`src/sv/flsq_pkg.sv`:
```
package flsq_pkg;

  // sizing defaults for the top level parameters
  localparam int SLOTS_DEF     = 5;
  localparam int DIST_BITS_DEF = 12;

  // fixed field widths
  localparam int FEED_W  = 20;
  localparam int STAT_W  = 12;
  localparam int CNT_W   = 16;
  localparam int SUM_W   = 32;
  localparam int SPM_W   = 10;
  localparam int BOW_W   = 10;
  localparam int GEAR_W  = 8;
  localparam int ADDR_W  = 4;
  localparam int DATA_W  = 32;

  // register reset values
  localparam logic [SPM_W-1:0]  STEPS_RST  = 10'd144;
  localparam logic [BOW_W-1:0]  BOWDEN_RST = 10'd350;
  localparam logic [GEAR_W-1:0] GEAR_RST   = 8'd32;
  localparam logic              STOP_RST   = 1'b0;

  // statistics table reset for the minimum entries
  localparam logic [9:0] MIN_RESET = 10'd1000;

  // register indexes (byte address bits [3:2])
  localparam logic [1:0] REG_STEPS  = 2'd0;
  localparam logic [1:0] REG_BOWDEN = 2'd1;
  localparam logic [1:0] REG_GEAR   = 2'd2;
  localparam logic [1:0] REG_STOP   = 2'd3;

  // opcodes
  localparam logic OP_START  = 1'b0;
  localparam logic OP_REPORT = 1'b1;

  // load phases
  localparam logic [2:0] PH_IDLE   = 3'd0;
  localparam logic [2:0] PH_SENSOR = 3'd1;
  localparam logic [2:0] PH_WAIT   = 3'd2;
  localparam logic [2:0] PH_BOWDEN = 3'd3;
  localparam logic [2:0] PH_SEEK   = 3'd4;
  localparam logic [2:0] PH_FINAL  = 3'd5;

  // error codes
  localparam logic [1:0] ERR_NONE   = 2'd0;
  localparam logic [1:0] ERR_SWITCH = 2'd1;
  localparam logic [1:0] ERR_SLOT   = 2'd2;

  // configuration register set
  typedef struct packed {
    logic [SPM_W-1:0]  steps_per_mm;
    logic [BOW_W-1:0]  bowden_mm;
    logic [GEAR_W-1:0] gear_mm;
    logic              sensor_stop_level;
  } cfg_t;

  // divider request and response
  typedef struct packed {
    logic             start;
    logic [SUM_W-1:0] dividend;
    logic [CNT_W-1:0] divisor;
  } div_req_t;

  typedef struct packed {
    logic             done;
    logic [SUM_W-1:0] quotient;
  } div_rsp_t;

endpackage

```
`src/sv/flsq_regs.sv`:
```
module flsq_regs (
  input  logic                        clk,
  input  logic                        rst_n,
  input  logic                        psel,
  input  logic                        penable,
  input  logic                        pwrite,
  input  logic [flsq_pkg::ADDR_W-1:0] paddr,
  input  logic [flsq_pkg::DATA_W-1:0] pwdata,
  output logic [flsq_pkg::DATA_W-1:0] prdata,
  output logic                        pready,
  output flsq_pkg::cfg_t              cfg
);

  flsq_pkg::cfg_t cfg_r;
  logic           wr_en;
  logic [1:0]     reg_idx;

  assign pready  = 1'b1;
  assign wr_en   = psel & penable & pwrite;
  assign reg_idx = paddr[3:2];
  assign cfg     = cfg_r;

  // register writes in the access phase
  always_ff @(posedge clk) begin
    if (!rst_n) begin
      cfg_r.steps_per_mm      <= flsq_pkg::STEPS_RST;
      cfg_r.bowden_mm         <= flsq_pkg::BOWDEN_RST;
      cfg_r.gear_mm           <= flsq_pkg::GEAR_RST;
      cfg_r.sensor_stop_level <= flsq_pkg::STOP_RST;
    end else if (wr_en) begin
      case (reg_idx)
        flsq_pkg::REG_STEPS:  cfg_r.steps_per_mm      <= pwdata[flsq_pkg::SPM_W-1:0];
        flsq_pkg::REG_BOWDEN: cfg_r.bowden_mm         <= pwdata[flsq_pkg::BOW_W-1:0];
        flsq_pkg::REG_GEAR:   cfg_r.gear_mm           <= pwdata[flsq_pkg::GEAR_W-1:0];
        flsq_pkg::REG_STOP:   cfg_r.sensor_stop_level <= pwdata[0];
        default: ;
      endcase
    end
  end

  // read mux
  always_comb begin
    case (reg_idx)
      flsq_pkg::REG_STEPS:  prdata = flsq_pkg::DATA_W'(cfg_r.steps_per_mm);
      flsq_pkg::REG_BOWDEN: prdata = flsq_pkg::DATA_W'(cfg_r.bowden_mm);
      flsq_pkg::REG_GEAR:   prdata = flsq_pkg::DATA_W'(cfg_r.gear_mm);
      flsq_pkg::REG_STOP:   prdata = flsq_pkg::DATA_W'(cfg_r.sensor_stop_level);
      default:              prdata = '0;
    endcase
  end

endmodule

```
`src/sv/flsq_div.sv`:
```
module flsq_div (
  input  logic               clk,
  input  logic               rst_n,
  input  flsq_pkg::div_req_t req,
  output flsq_pkg::div_rsp_t rsp
);

  localparam int NW = flsq_pkg::SUM_W;
  localparam int DW = flsq_pkg::CNT_W;
  localparam int CW = $clog2(NW);

  logic          busy_r;
  logic          done_r;
  logic [CW-1:0] cnt_r;
  logic [NW-1:0] quo_r;
  logic [DW-1:0] rem_r;
  logic [DW-1:0] dvs_r;
  logic [DW:0]   shifted;
  logic [DW:0]   diff;
  logic          ge;

  // one restoring step: shift in the next dividend bit, try the subtract
  assign shifted = {rem_r, quo_r[NW-1]};
  assign diff    = shifted - {1'b0, dvs_r};
  assign ge      = (shifted >= {1'b0, dvs_r});

  // control
  always_ff @(posedge clk) begin
    if (!rst_n) begin
      busy_r <= 1'b0;
      done_r <= 1'b0;
      cnt_r  <= '0;
    end else if (req.start) begin
      busy_r <= 1'b1;
      done_r <= 1'b0;
      cnt_r  <= CW'(NW - 1);
    end else if (busy_r) begin
      cnt_r <= cnt_r - CW'(1);
      if (cnt_r == '0) begin
        busy_r <= 1'b0;
        done_r <= 1'b1;
      end
    end else begin
      done_r <= 1'b0;
    end
  end

  // datapath
  always_ff @(posedge clk) begin
    if (req.start) begin
      quo_r <= req.dividend;
      rem_r <= '0;
      dvs_r <= req.divisor;
    end else if (busy_r) begin
      quo_r <= {quo_r[NW-2:0], ge};
      rem_r <= ge ? diff[DW-1:0] : shifted[DW-1:0];
    end
  end

  assign rsp.done     = done_r;
  assign rsp.quotient = quo_r;

endmodule

```
`src/sv/filament_load_sequencer_stats_top.sv`:
```
// result path: a transaction's result is held in the pending result register, then
//   moves to the output register; a report that records statistics first waits for the
//   32-step serial divider; no new transaction is taken before the output register loads
// reset: rst_n is synchronous, active low; phase idle, distance and tables cleared
//   (minimum entries to 1000), configuration back to its defaults
module filament_load_sequencer_stats_top #(
  parameter int SLOTS     = flsq_pkg::SLOTS_DEF,
  parameter int DIST_BITS = flsq_pkg::DIST_BITS_DEF
) (
  input  logic                         clk,
  input  logic                         rst_n,
  // input channel
  input  logic                         in_valid,
  output logic                         in_ready,
  input  logic                         in_opcode,
  input  logic [2:0]                   in_slot,
  input  logic [2:0]                   in_stats_slot,
  input  logic                         in_present_at_selector,
  input  logic                         in_head_switch_active,
  // result channel
  output logic                         out_valid,
  input  logic                         out_ready,
  output logic [flsq_pkg::FEED_W-1:0]  out_feed_steps,
  output logic [2:0]                   out_phase,
  output logic                         out_done_res,
  output logic [1:0]                   out_error,
  output logic                         out_stat_valid,
  output logic [flsq_pkg::STAT_W-1:0]  out_stat_min,
  output logic [flsq_pkg::STAT_W-1:0]  out_stat_max,
  output logic [flsq_pkg::STAT_W-1:0]  out_stat_avg,
  output logic [flsq_pkg::CNT_W-1:0]   out_stat_count,
  // configuration port
  input  logic                         cfg_psel,
  input  logic                         cfg_penable,
  input  logic                         cfg_pwrite,
  input  logic [flsq_pkg::ADDR_W-1:0]  cfg_paddr,
  input  logic [flsq_pkg::DATA_W-1:0]  cfg_pwdata,
  output logic [flsq_pkg::DATA_W-1:0]  cfg_prdata,
  output logic                         cfg_pready
);

  localparam int SLOT_IW = (SLOTS > 1) ? $clog2(SLOTS) : 1;
  localparam logic [3:0] SLOTS_V = 4'(SLOTS);
  localparam logic [DIST_BITS-1:0] DIST_MAX = '1;
  localparam int SW = flsq_pkg::SUM_W;
  localparam int CW = flsq_pkg::CNT_W;

  typedef enum logic [2:0] {
    ST_IDLE = 3'b001,
    ST_DIV  = 3'b010,
    ST_OUT  = 3'b100
  } state_t;

  flsq_pkg::cfg_t     cfg;
  flsq_pkg::div_req_t div_req;
  flsq_pkg::div_rsp_t div_rsp;

  state_t state_r, state_nxt;

  logic [2:0]           phase_r, phase_nxt;
  logic [DIST_BITS-1:0] distance_r, distance_nxt;
  logic [2:0]           sslot_r, sslot_nxt;

  logic [DIST_BITS-1:0] min_r [SLOTS];
  logic [DIST_BITS-1:0] max_r [SLOTS];
  logic [SW-1:0]        sum_r [SLOTS];
  logic [CW-1:0]        cnt_r [SLOTS];

  // pending result
  logic [flsq_pkg::FEED_W-1:0] res_feed_r;
  logic [2:0]                  res_phase_r;
  logic                        res_done_r;
  logic [1:0]                  res_err_r;
  logic                        res_sv_r;
  logic [flsq_pkg::STAT_W-1:0] res_min_r;
  logic [flsq_pkg::STAT_W-1:0] res_max_r;
  logic [CW-1:0]               res_cnt_r;

  // output register
  logic                        out_valid_r, out_valid_nxt;
  logic [flsq_pkg::FEED_W-1:0] out_feed_r;
  logic [2:0]                  out_phase_r;
  logic                        out_done_r;
  logic [1:0]                  out_err_r;
  logic                        out_sv_r;
  logic [flsq_pkg::STAT_W-1:0] out_min_r;
  logic [flsq_pkg::STAT_W-1:0] out_max_r;
  logic [flsq_pkg::STAT_W-1:0] out_avg_r;
  logic [CW-1:0]               out_cnt_r;

  logic                 accept;
  logic                 out_load;
  logic                 upd;
  logic                 done_v;
  logic [1:0]           err_v;
  logic [flsq_pkg::BOW_W-1:0] mul_op;
  logic [flsq_pkg::FEED_W-1:0] feed_v;
  logic                 slot_ok;
  logic [SLOT_IW-1:0]   sidx;
  logic [DIST_BITS-1:0] dist_seek;
  logic [DIST_BITS-1:0] cur_min, cur_max, new_min, new_max;
  logic [SW:0]          sum_ext;
  logic [SW-1:0]        new_sum;
  logic [CW-1:0]        cur_cnt, new_cnt;

  flsq_regs u_regs (
    .clk     (clk),
    .rst_n   (rst_n),
    .psel    (cfg_psel),
    .penable (cfg_penable),
    .pwrite  (cfg_pwrite),
    .paddr   (cfg_paddr),
    .pwdata  (cfg_pwdata),
    .prdata  (cfg_prdata),
    .pready  (cfg_pready),
    .cfg     (cfg)
  );

  flsq_div u_div (
    .clk   (clk),
    .rst_n (rst_n),
    .req   (div_req),
    .rsp   (div_rsp)
  );

  assign in_ready = (state_r == ST_IDLE);
  assign accept   = in_valid & in_ready;

  // statistics entry of the latched slot
  assign slot_ok   = ({1'b0, sslot_r} < SLOTS_V);
  assign sidx      = sslot_r[SLOT_IW-1:0];
  assign cur_min   = min_r[sidx];
  assign cur_max   = max_r[sidx];
  assign cur_cnt   = cnt_r[sidx];
  assign new_min   = (distance_r < cur_min) ? distance_r : cur_min;
  assign new_max   = (distance_r > cur_max) ? distance_r : cur_max;
  assign sum_ext   = {1'b0, sum_r[sidx]} + (SW + 1)'(distance_r);
  assign new_sum   = sum_ext[SW] ? '1 : sum_ext[SW-1:0];
  assign new_cnt   = (cur_cnt != '1) ? cur_cnt + CW'(1) : cur_cnt;
  assign dist_seek = (distance_r != DIST_MAX) ? distance_r + DIST_BITS'(1) : distance_r;

  // sequencer decision for one transaction; feed is steps_per_mm times mul_op
  always_comb begin
    phase_nxt    = phase_r;
    distance_nxt = distance_r;
    sslot_nxt    = sslot_r;
    mul_op       = '0;
    done_v       = 1'b0;
    err_v        = flsq_pkg::ERR_NONE;
    upd          = 1'b0;
    if (in_opcode == flsq_pkg::OP_START) begin
      sslot_nxt    = in_stats_slot;
      distance_nxt = '0;
      phase_nxt    = flsq_pkg::PH_SENSOR;
      mul_op       = flsq_pkg::BOW_W'(1);
    end else begin
      case (phase_r)
        flsq_pkg::PH_SENSOR: begin
          if (in_present_at_selector != cfg.sensor_stop_level) begin
            mul_op = flsq_pkg::BOW_W'(1);
          end else if (in_head_switch_active) begin
            err_v     = flsq_pkg::ERR_SWITCH;
            phase_nxt = flsq_pkg::PH_WAIT;
          end else begin
            mul_op       = cfg.bowden_mm;
            distance_nxt = DIST_BITS'(cfg.bowden_mm);
            phase_nxt    = flsq_pkg::PH_BOWDEN;
          end
        end
        flsq_pkg::PH_WAIT: begin
          if (in_head_switch_active) begin
            err_v = flsq_pkg::ERR_SWITCH;
          end else begin
            mul_op       = cfg.bowden_mm;
            distance_nxt = DIST_BITS'(cfg.bowden_mm);
            phase_nxt    = flsq_pkg::PH_BOWDEN;
          end
        end
        flsq_pkg::PH_BOWDEN: begin
          distance_nxt = dist_seek;
          mul_op       = flsq_pkg::BOW_W'(1);
          phase_nxt    = flsq_pkg::PH_SEEK;
        end
        flsq_pkg::PH_SEEK: begin
          if (!in_head_switch_active) begin
            distance_nxt = dist_seek;
            mul_op       = flsq_pkg::BOW_W'(1);
          end else begin
            if (slot_ok) begin
              upd = 1'b1;
            end else begin
              err_v = flsq_pkg::ERR_SLOT;
            end
            mul_op    = flsq_pkg::BOW_W'(cfg.gear_mm);
            phase_nxt = flsq_pkg::PH_FINAL;
          end
        end
        flsq_pkg::PH_FINAL: begin
          done_v    = 1'b1;
          phase_nxt = flsq_pkg::PH_IDLE;
        end
        default: begin
          phase_nxt = flsq_pkg::PH_IDLE;
        end
      endcase
    end
  end

  // single multiplier for every feed length
  assign feed_v = flsq_pkg::FEED_W'(cfg.steps_per_mm) * flsq_pkg::FEED_W'(mul_op);

  // divider launch for the running average
  assign div_req.start    = accept & upd;
  assign div_req.dividend = new_sum;
  assign div_req.divisor  = new_cnt;

  // control state
  always_comb begin
    state_nxt = state_r;
    case (state_r)
      ST_IDLE: if (accept) state_nxt = upd ? ST_DIV : ST_OUT;
      ST_DIV:  if (div_rsp.done) state_nxt = ST_OUT;
      ST_OUT:  if (out_load) state_nxt = ST_IDLE;
      default: state_nxt = ST_IDLE;
    endcase
  end

  assign out_load      = (state_r == ST_OUT) & (~out_valid_r | out_ready);
  assign out_valid_nxt = out_load | (out_valid_r & ~out_ready);

  always_ff @(posedge clk) begin
    if (!rst_n) begin
      state_r     <= ST_IDLE;
      out_valid_r <= 1'b0;
      phase_r     <= flsq_pkg::PH_IDLE;
      distance_r  <= '0;
      sslot_r     <= '0;
    end else begin
      state_r     <= state_nxt;
      out_valid_r <= out_valid_nxt;
      if (accept) begin
        phase_r    <= phase_nxt;
        distance_r <= distance_nxt;
        sslot_r    <= sslot_nxt;
      end
    end
  end

  // statistics tables
  always_ff @(posedge clk) begin
    if (!rst_n) begin
      for (int i = 0; i < SLOTS; i++) begin
        min_r[i] <= DIST_BITS'(flsq_pkg::MIN_RESET);
        max_r[i] <= '0;
        sum_r[i] <= '0;
        cnt_r[i] <= '0;
      end
    end else if (accept && upd) begin
      min_r[sidx] <= new_min;
      max_r[sidx] <= new_max;
      sum_r[sidx] <= new_sum;
      cnt_r[sidx] <= new_cnt;
    end
  end

  // pending result captured at the transaction
  always_ff @(posedge clk) begin
    if (accept) begin
      res_feed_r  <= feed_v;
      res_phase_r <= phase_nxt;
      res_done_r  <= done_v;
      res_err_r   <= err_v;
      res_sv_r    <= upd;
      res_min_r   <= upd ? flsq_pkg::STAT_W'(new_min) : '0;
      res_max_r   <= upd ? flsq_pkg::STAT_W'(new_max) : '0;
      res_cnt_r   <= upd ? new_cnt : '0;
    end
  end

  // output register
  always_ff @(posedge clk) begin
    if (out_load) begin
      out_feed_r  <= res_feed_r;
      out_phase_r <= res_phase_r;
      out_done_r  <= res_done_r;
      out_err_r   <= res_err_r;
      out_sv_r    <= res_sv_r;
      out_min_r   <= res_min_r;
      out_max_r   <= res_max_r;
      out_avg_r   <= res_sv_r ? div_rsp.quotient[flsq_pkg::STAT_W-1:0] : '0;
      out_cnt_r   <= res_cnt_r;
    end
  end

  assign out_valid      = out_valid_r;
  assign out_feed_steps = out_feed_r;
  assign out_phase      = out_phase_r;
  assign out_done_res   = out_done_r;
  assign out_error      = out_err_r;
  assign out_stat_valid = out_sv_r;
  assign out_stat_min   = out_min_r;
  assign out_stat_max   = out_max_r;
  assign out_stat_avg   = out_avg_r;
  assign out_stat_count = out_cnt_r;

endmodule

```
`config.mk`:
```
export PLATFORM = sky130hd
export DESIGN_NAME = filament_load_sequencer_stats_top
export DESIGN_NICKNAME = d
export VERILOG_FILES = /design/src/sv/flsq_pkg.sv /design/src/sv/flsq_regs.sv /design/src/sv/flsq_div.sv /design/src/sv/filament_load_sequencer_stats_top.sv
export SDC_FILE = /design/constraint.sdc
export NUM_CORES = 1
export LEC_CHECK = 0
export BUFFER_PORTS_ARGS = -buffer_cell sky130_fd_sc_hd__clkbuf_2
export CORE_ASPECT_RATIO = 2
export CORE_UTILIZATION = 62
export CTS_CLUSTER_DIAMETER = 80
export DETAILED_ROUTE_END_ITERATION = 6
export PLACE_DENSITY = 0.84
export SLEW_MARGIN = 40
export SYNTH_ARGS = -nofsm -noshare
export SYNTH_HDL_FRONTEND = slang
export SYNTH_SLANG_ARGS = --single-unit
```
`constraint.sdc`:
```
create_clock -name clk -period 7.2 [get_ports clk]
set_input_delay 0 -clock clk [delete_from_list [all_inputs] [get_ports clk]]
set_output_delay 0 -clock clk [all_outputs]
set_load 0.02 [all_outputs]
```
# == Yosys cells after proc, flatten, opt, wreduce, memory -nomap -nowiden ==
# Memories as Yosys holds them, arrays and structs flattened. A register that Yosys moved wholly into a read port is not among the register bits.
# Index checks and enable logic that the tools add are counted.
# word_totals
out_inout_bits,114
n_memories,4
wordCells,164
regBits,268
ram_bits,360
in_bits,52
# memory_table
memory,depth,word_bits,read_ports,rd_clocked_by_memory_dff,wr,line,source
sum_r,5,32,1,1,5,filament_load_sequencer_stats_top.sv:66,logic [SW-1:0] sum_r [SLOTS];
cnt_r,5,16,1,1,5,filament_load_sequencer_stats_top.sv:67,logic [CW-1:0] cnt_r [SLOTS];
max_r,5,12,1,1,5,filament_load_sequencer_stats_top.sv:65,logic [DIST_BITS-1:0] max_r [SLOTS];
min_r,5,12,1,1,5,filament_load_sequencer_stats_top.sv:64,logic [DIST_BITS-1:0] min_r [SLOTS];
# classes
n_bitwise,13
n_eq_ne,20
magnitude_cmp,4
n_reduce_logical,16
n_addsub,5
n_mul,1
muxes,69
# op_table
operator,count
$mux W32,4
$pmux W32 S4,1
$mux W12,9
$mux W3,20
$mux W16,3
$pmux W12 S4,1
$pmux W10 S4,1
$add A32 B12 Y33,1
$reduce_or A32 Y1,1
$mux W10,3
$reduce_or A12 Y1,2
$mul A10 B10 Y20,1
$mux W1,19
$ge A17 B16 Y1,1
$add A16 B1 Y16 const B,1
$ne A16 B16 Y1 const B,1
$reduce_or A16 Y1,1
$sub A16 B16 Y16,1
$add A12 B1 Y12 const B,1
$gt A12 B12 Y1,1
$lt A12 B12 Y1,1
$ne A12 B12 Y1 const B,1
$pmux W3 S4,1
$mux W5,2
other kinds (27),50

# == Depth between registers and ports, before layout ==
# Gate-level depths: netlist of run 1.
# depth
word_depth,11
depth_mapped,26
mapped_depth_nobuf,25

# == Hierarchy ==
# Synthesis of run 1 repeated with hierarchy kept, for this count alone.
# hier_totals
hier_cells,2971
hier_area_um2,40989.3
# modules_own_cells
module,seq_area_each_um2,n_inst,cells_per_inst,area_each_um2
filament_load_sequencer_stats_top,22181.3,1,2452,35522.8
flsq_div,1901.8,1,343,3881.2
flsq_regs,580.6,1,176,1585.3

# == Worst setup path after synthesis of run 1 ==
# OpenSTA, ideal clock, no wires.
# synth_timing
path_kind,register -> register
start,register phase_r[0]
end,register res_feed_r[18] in the netlist's numbering (data pin)
path_buffers,1
stages_incl_launch_ff,24
arrival_ps,5912
synth_period_minus_slack_ps,6170
path_slack_ps,1030
required_time_ps,6942
setup_time_ps,258
path_cell_list,dfxtp_1 clkbuf_1 nor2b_1 a21oi_1 nor3_1 a22oi_1 nor2_1 nand2_1 fa_1 inv_1 fa_1 ha_1 fa_1 inv_1 fa_1 inv_1 ha_1 inv_1 o21bai_1 a2111oi_0 nor3_1 a211o_1 a21oi_1 xnor2_1
# synth_via
elab_chain_len,4
elab_cells_between_ends,7
cone_classes,1 x mul; 4 x eq/ne; 2 x mux
# synth_lines
item,line,source
"start, declared",filament_load_sequencer_stats_top.sv:60,"logic [2:0] phase_r, phase_nxt;"
"start signal, assigned",filament_load_sequencer_stats_top.sv:235,phase_r <= flsq_pkg::PH_IDLE;
"start signal, assigned",filament_load_sequencer_stats_top.sv:242,phase_r <= phase_nxt;
"$eq A3 B3 Y1, or another cell as far along",filament_load_sequencer_stats_top.sv:157,case (phase_r)
$pmux W10 S4 (*),filament_load_sequencer_stats_top.sv:157,
$mux W10 (*),filament_load_sequencer_stats_top.sv:151,if (in_opcode == flsq_pkg::OP_START) begin
$mul A10 B10 Y20 (*),filament_load_sequencer_stats_top.sv:210,assign feed_v = flsq_pkg::FEED_W'(cfg.steps_per_mm) * flsq_pkg::FEED_W'(mul_op);
net feed_v (one bit),filament_load_sequencer_stats_top.sv:97,logic [flsq_pkg::FEED_W-1:0] feed_v;
"end signal, assigned",filament_load_sequencer_stats_top.sv:269,res_feed_r <= feed_v;
"end, declared",filament_load_sequencer_stats_top.sv:70,logic [flsq_pkg::FEED_W-1:0] res_feed_r;
# Mark *: on every way through the listed nets, which the timed path passes. The rest lies on a longest branch.
# A chain may end at the register's enable or synchronous reset.

# == Final worst setup path of run 1 ==
# layout_timing
start,register phase_r[2]
end,register res_feed_r[13] in the netlist's numbering (data pin)
# Same word-level chain as after synthesis.

==> metrics.txt, run 1 <==
hold_ws=0.0498 ns; P&R area growth vs syn=11.7%; die outline area=about 66000 µm²; non-filler instance count after layout=4241; routability cong.=around 0.88; netlist area before placement=40300 µm²; final setup fails=0; total grt overflow=0; clock input transition at the sequential cells of the worst setup and hold paths=0.07 ns; routed len/inst=22.1 µm; Final Max Slew Viols=0; CTS tree=built; # placed instances=between 4000 and 5000; EDFF count, synth=770; slew at the pin with the worst max-slew slack=0.844 ns; pwr dens=232 nW/µm²; die outline height=around 360 µm; final period demand of the worst path=6.68 ns; #FFs+latches synth=847; number of fill cells in the layout=4159; number of nets still failing antenna checks after routing=0; simple-gate share of the synthesized area=10.7%; count of buffering cells on the critical path with inverters included=4; area share of the largest cell type after synthesis=between 50% and 60%; register-to-register setup slack=~0.52 ns; Final HPWL DP=60400 µm; Pre-Repair DR Iteration Count=6; layout net count=3544; proportion of synthesized chip area in sequential cells=a little over 60%; fraction of synthesized area in multiplexers=11.8%; Yosys warning total=0; master cell of the clock root buffer=sky130_fd_sc_hd__clkbuf_16; most frequent cells after synthesis=770 x sky130_fd_sc_hd__edfxtp_1, 477 x sky130_fd_sc_hd__nor2_1, 221 x sky130_fd_sc_hd__nand2_1, 191 x sky130_fd_sc_hd__inv_1, 139 x sky130_fd_sc_hd__mux4_2; final core utilization=70.3%; antenna violations before repair=0; final worst clock skew=0.0195 ns; count of input and output buffers=about 120; placeable core area=64100 µm²; family of cells with the greatest summed delay on the critical path=adder cells; most repeated library cell on the critical path=sky130_fd_sc_hd__fa_1; Via density=5.96; fraction of layout instances using a drive strength above 1=15.5%; combinational family with the most area after synthesis=multiplexers; via count of the first global-routing pass=roughly 27000; Primary FF master, synth=sky130_fd_sc_hd__edfxtp_1; number of library cell types mapped by synthesis=81; top cell type by total area after synthesis=sky130_fd_sc_hd__edfxtp_1; number of sinks handled by clock tree synthesis=847; Worst IR Drop VDD=around 0.00022 V; library cell contributing the largest single delay on the critical path=sky130_fd_sc_hd__dfxtp_1; max_slew headroom=43.6%; Total Routing Usage GR=29.5%; pin count of the biggest net entering global routing=80; dominant cells by area after synthesis=sky130_fd_sc_hd__edfxtp_1 57%, sky130_fd_sc_hd__mux4_2 7.8%, sky130_fd_sc_hd__nor2_1 4.4%; required time at the worst-slack endpoint=7.58 ns; post-route DRC violation count=0; CP arrival=7.06 ns; global-route wire length before repair=roughly 150000 µm; clock latency of the later-clocked register in the worst-skew pair=0.64 ns; unrepaired setup endpoints after global routing=false; Synth async-reset ratio=0%; Top Ports=166; fraction of synthesized cell area in xor and xnor cells=1.26%; share of the synthesized area in compound gates (AO/OA/AOI/OAI)=4.55%; slowest cell delay on critical path=0.60 ns; die width=182 µm; Avg Synthesized Cell Area=around 13 µm²; Core Rows=131; final hold violation count=0; number of buffers on the longest clock path=3; level count of the clock H-tree=3; element type at the critical path end=register; number of buffers created by CTS=72; Hold Path Class=primary input to register; synthesized-area fraction occupied by adder cells=6.56%; setup TNS=0 ns; MaxCap Viol Count=0; initial cell density of the core=between 60% and 70%; outcome=finished clean; achievable frequency=150 MHz; gate count of the mapped netlist=~3000; element type at the critical path start=register; routed wire length=approximately 94000 µm; count of routing violations after the opening detailed-route iteration=2126; LEAKAGE=roughly 18 nW; final critical-path share of the clock period=approximately 93%; antenna diode count=0; Vias=25300; Total Power Consumption=0.0104 W; maximum fanout count along the critical path=14; most common cell in the synthesized netlist=sky130_fd_sc_hd__edfxtp_1; cell-by-cell listing of the critical path=nor3b_1 > and2_1 > a22oi_1 > nor2_2 > buf_4 > nand2_1 > fa_1 > inv_1 > fa_1 > ha_1 > fa_1 > inv_1 > fa_1 > inv_1 > ha_1 > nor3_1 > o21ai_0 > a31oi_1 > nor2b_1 > o21a_1 > o41a_1 > xor2_1; type of the worst setup path=register to register
==> final timing paths <==
| check | from | end | cells after the start |
|---|---|---|---|
| worst max-delay path | phase_r[2] | res_feed_r[13] | 22 |
| worst min-delay path | cfg_pwrite | u_regs.cfg[5] | 6 |
| worst max register to register | phase_r[2] | res_feed_r[13] | 22 |
| worst min register to register | res_min_r[10] | out_stat_min[10] | 0 |
==> logic make-up (layout without fill, tap and decap cells) <==
group	Yosys count	after routing
adders and majority gates	173	173
AOI/OAI and AO/OA	295	295
DFF	847	847
other	2	239
muxes	284	284
and+or+nand+nor	968	968
xor gates and xnor gates	58	58
buffers and inverters	361	513
==> flip-flops by register name (all words and copies together), names as in the netlist, 12 cells and up, named ones only <==
register,flops
cnt_r,128
distance_r,12
max_r,96
min_r,96
out_feed_steps,20
out_stat_avg,12
out_stat_count,16
out_stat_max,12
out_stat_min,12
res_cnt_r,16
res_feed_r,20
res_max_r,12
res_min_r,12
sum_r,256
u_div.dvs_r,16
u_div.quo_r,32
u_div.rem_r,16
u_regs.cfg,29
==> per-stage QoR <==
| stage | setup slack, ns | cell area [µm²] |
|---|---|---|
| 6_report | 0.522 | 45000 |
| 3_5_place_dp | 0.315 | 42500 |
| 5_1_grt | 0.0149 | 45000 |
| 3_3_place_gp | 0.483 | 42500 |
| 2_1_floorplan | 1.03 | 41200 |
| 4_1_cts | 0.253 | 45000 |
==> worst min-delay path: stages <==
cell and delay [ns]:
sky130_fd_sc_hd__clkbuf_2 0.08, sky130_fd_sc_hd__nand3_1 0.13, sky130_fd_sc_hd__nor3b_1 0.07, sky130_fd_sc_hd__buf_4 0.18, sky130_fd_sc_hd__mux2i_1 0.13, sky130_fd_sc_hd__nor2_1 0.07
==> cells in the final DEF, fill, tap and decap left out, drive strengths merged, types with 5 or more instances in the layout <==
master       count
a22oi            7
a21o            26
nand2b          12
inv            197
mux2i           84
nor2           488
nand3b           9
and3            12
nor3b            7
nand4           20
conb           239
nor2b           17
clkinvlp         7
clkinv          28
dlygate4sd3     26
or3              6
clkbuf         204
nor3            20
xnor2           38
o211ai           6
mux4           145
o21ai           93
nand2          221
edfxtp         770
and2            90
xor2            20
o21a            10
nand3           48
a31oi           10
a21oi           88
fa              64
mux2            55
a211oi          14
dfxtp           77
o221a            5
buf             48
ha             109
==> timing repair <==
item,CTS,global route
endpoints found under the hold margin,57,0
gates resized for setup,0,1
setup endpoints to repair,0,6
setup buffers,0,0
hold buffers,26,0
==> layout make-up <==
cell class                      count  area [µm²]  area share, %
Tap cell                          864        1080           2.40
Sequential cell                   847       24700           54.8
Inverter                          192         722           1.60
Multi-Input combinational cell   2017       15000           33.4
Clock buffer                       89        1930           4.28
Clock inverter                     43         327          0.725
Timing Repair Buffer              189        1280           2.83
==> power by group <==
group	switching (W)	internal, W	total (W)
Clock	0.00179	0.00204	0.00383
Sequential	0.000107	0.00561	0.00572
Combinational	0.000567	0.000317	0.000885
==> metal layers <==
layer  GRT usage (%)  vias to the layer above  routed length (µm)
met5               0                        -                   0
met4            17.6                        0                5530
met3            4.50                      341                6100
met2            54.3                     1224               51100
met1            31.5                    12600               31200
li1                -                    11200                   -
Power figures use the tool's default switching activity.
==> inputs of run 2 (changes only) <==
--- a/config.mk
+++ b/config.mk
@@ -5,13 +5,13 @@
 export SDC_FILE = /design/constraint.sdc
 export NUM_CORES = 1
 export LEC_CHECK = 0
-export BUFFER_PORTS_ARGS = -buffer_cell sky130_fd_sc_hd__clkbuf_2
 export CORE_ASPECT_RATIO = 2
-export CORE_UTILIZATION = 62
+export CORE_UTILIZATION = 64
 export CTS_CLUSTER_DIAMETER = 80
 export DETAILED_ROUTE_END_ITERATION = 6
+export DONT_BUFFER_PORTS = 1
 export PLACE_DENSITY = 0.84
-export SLEW_MARGIN = 40
+export SLEW_MARGIN = 25
 export SYNTH_ARGS = -nofsm -noshare
 export SYNTH_HDL_FRONTEND = slang
 export SYNTH_SLANG_ARGS = --single-unit
==> run 2 against run 1 <==
Against the previous run:
- the flow now finishes with violations (DRC)
- count of clock-buffer cells in the layout is 2 higher
- sequential cell count unchanged
- routed wire length grew 0.51%
- critical path depth is 1 lower
- clock power grew 1%
- combinational power is 5.2% lower
- global-route usage increased by 0.73 points
- hold slack worse by 0.044 ns
- sequential power about the same
- fmax down 1.5%
==> metrics.txt, run 2 (synthesis gave the netlist of run 1 again) <==
Vias=25000; total grt overflow=0; routed len/inst=23.2 µm; number of buffers on the longest clock path=3; Hold Path Class=primary input to register; clock latency of the later-clocked register in the worst-skew pair=about 0.63 ns; setup TNS=0 ns; Via density=6.15; number of buffers created by CTS=between 70 and 80; max_slew headroom=35.5%; violations in the final reports=DRC; placeable core area=roughly 62000 µm²; element type at the critical path start=register; Total Routing Usage GR=30.2%; unrepaired setup endpoints after global routing=false; final critical-path share of the clock period=94.2%; die width=179 µm; slew at the pin with the worst max-slew slack=0.968 ns; die outline height=~360 µm; via count of the first global-routing pass=26500; Total Power Consumption=0.0105 W; LEAKAGE=17.2 nW; number of sinks handled by clock tree synthesis=847; fraction of layout instances using a drive strength above 1=12.3%; MaxCap Viol Count=0; final setup fails=0; number of nets still failing antenna checks after routing=0; antenna violations before repair=0; most used cells in the layout excluding fill and tap cells=770 x sky130_fd_sc_hd__edfxtp_1, 475 x sky130_fd_sc_hd__nor2_1, 239 x sky130_fd_sc_hd__conb_1, 214 x sky130_fd_sc_hd__nand2_1, 191 x sky130_fd_sc_hd__inv_1; achievable frequency=147 MHz; maximum fanout count along the critical path=14; Pre-Repair DR Iteration Count=7; master cell of the clock root buffer=sky130_fd_sc_hd__clkbuf_16; final worst clock skew=0.0276 ns; final hold violation count=0; Final Max Slew Viols=0; required time at the worst-slack endpoint=~7.6 ns; pwr dens=235 nW/µm²; final instance area=44600 µm²; hold_ws=about 0.0059 ns; type of the worst setup path=register to register; count of input and output buffers=0; pin count of the biggest net entering global routing=80; outcome=complete, but fails checks; most frequent standard cell in the layout excluding fill and tap cells=sky130_fd_sc_hd__edfxtp_1; Core Rows=129; layout net count=between 3000 and 4000; final period demand of the worst path=6.78 ns; initial cell density of the core=64.9%; level count of the clock H-tree=3; CP arrival=7.15 ns; routed wire length=94400 µm; global-route wire length before repair=146000 µm; largest registers in the final layout=sum_r x256, cnt_r x128; register ranked first by flip-flop count=sum_r; antenna diode count=0; post-route DRC violation count=36; Setup WS post-layout=between 0.4 and 0.5 ns; worst slack, placed=0.503 ns; Placement Cell Area=41800 µm²; flip-flop count of the largest register, all copies and words added=between 200 and 300; die outline area=64100 µm²; count of routing violations after the opening detailed-route iteration=around 2300; routability cong.=a little over 0.9; P&R area growth vs syn=10.5%; Worst IR Drop VDD=0.000241 V; clock input transition at the sequential cells of the worst setup and hold paths=0.07 ns; element type at the critical path end=register; CTS tree=built; Top Ports=166; Final HPWL DP=around 61000 µm
[run 2: cell count changes in the layout (fill, tap and decap cells not counted), moves of 2 or more]
| cell | change |
|---|---|
| sky130_fd_sc_hd__clkbuf_2 | -115 |
| sky130_fd_sc_hd__dlygate4sd3_1 | +21 |
| sky130_fd_sc_hd__buf_6 | -7 |
| sky130_fd_sc_hd__clkbuf_8 | +7 |
| sky130_fd_sc_hd__buf_4 | +4 |
| sky130_fd_sc_hd__clkinv_2 | -4 |
| sky130_fd_sc_hd__clkbuf_1 | -3 |
| sky130_fd_sc_hd__bufinv_16 | +2 |
| sky130_fd_sc_hd__clkbuf_16 | -2 |
| sky130_fd_sc_hd__clkinvlp_4 | -2 |
[run 2: power by group]
| part | internal (W) | leakage, nW | switching, W |
|---|---|---|---|
| Clock | 0.00213 | 1.13 | 0.00175 |
| Combinational | 0.000307 | 7.80 | 0.000532 |
| Sequential | 0.00562 | 8.23 | 0.000126 |
| Total | 0.00805 | 17.2 | 0.00241 |
[run 2: per-layer routing]
metal  GRT usage, %  up-vias  wire (µm)
met1           31.6    12400      30700
met5              0        -          0
met4           19.2        0       6120
met3           4.02      365       6430
met2           57.0     1204      51100
li1               -    11000          -
[run 2: worst max-delay path, stage by stage (launching register included)]
cell and delay (ns):
sky130_fd_sc_hd__dfxtp_1 0.61, sky130_fd_sc_hd__nor3b_1 0.27, sky130_fd_sc_hd__and2_1 0.39, sky130_fd_sc_hd__a22oi_1 0.15
sky130_fd_sc_hd__nor2_1 0.58, sky130_fd_sc_hd__nand2_1 0.14, sky130_fd_sc_hd__fa_1 0.50, sky130_fd_sc_hd__inv_1 0.06
sky130_fd_sc_hd__fa_1 0.48, sky130_fd_sc_hd__ha_1 0.33, sky130_fd_sc_hd__fa_1 0.54, sky130_fd_sc_hd__inv_1 0.06
sky130_fd_sc_hd__fa_1 0.53, sky130_fd_sc_hd__inv_1 0.04, sky130_fd_sc_hd__ha_1 0.34, sky130_fd_sc_hd__inv_1 0.07
sky130_fd_sc_hd__o21bai_1 0.08, sky130_fd_sc_hd__a2111oi_0 0.48, sky130_fd_sc_hd__nor3_1 0.25, sky130_fd_sc_hd__a211o_1 0.31
sky130_fd_sc_hd__a21oi_1 0.19, sky130_fd_sc_hd__xnor2_1 0.10
[run 2: cell type report]
cell class	instances	area, µm²
clock inverters	38	348
well taps	786	983
clock buffers	91	1960
flip-flops and latches	847	24700
inverters	192	722
repair buffers	92	862
multi-input cells	2017	15000
fillers	3826	17600
[run 2: path summary, 6_finish.rpt]
kind,to,cells after the start,start,slack [ns]
setup / recovery,res_feed_r[18],21,phase_r[2],0.42
hold / removal,sum_r[1][19],1,rst_n,0.006
setup reg to reg,res_feed_r[18],21,phase_r[2],0.42
hold reg to reg,out_phase[1],0,res_phase_r[1],0.42
[run 2: stage by stage]
step / cells / utilization (%)
after global placement: 3886 / 67.2
after floorplan: 3225 / -
after CTS: 4063 / 71.7
after global routing: 4063 / 71.7
after detailed placement: 3886 / 67.2
final: 4063 / 71.7
[run 2: what timing repair did]
item,4_1_cts,5_1_grt
setup endpoints to repair,0,1
resized for setup,0,1
buffers inserted,0,0
hold buffers,48,0
hold endpoints to repair,74,0
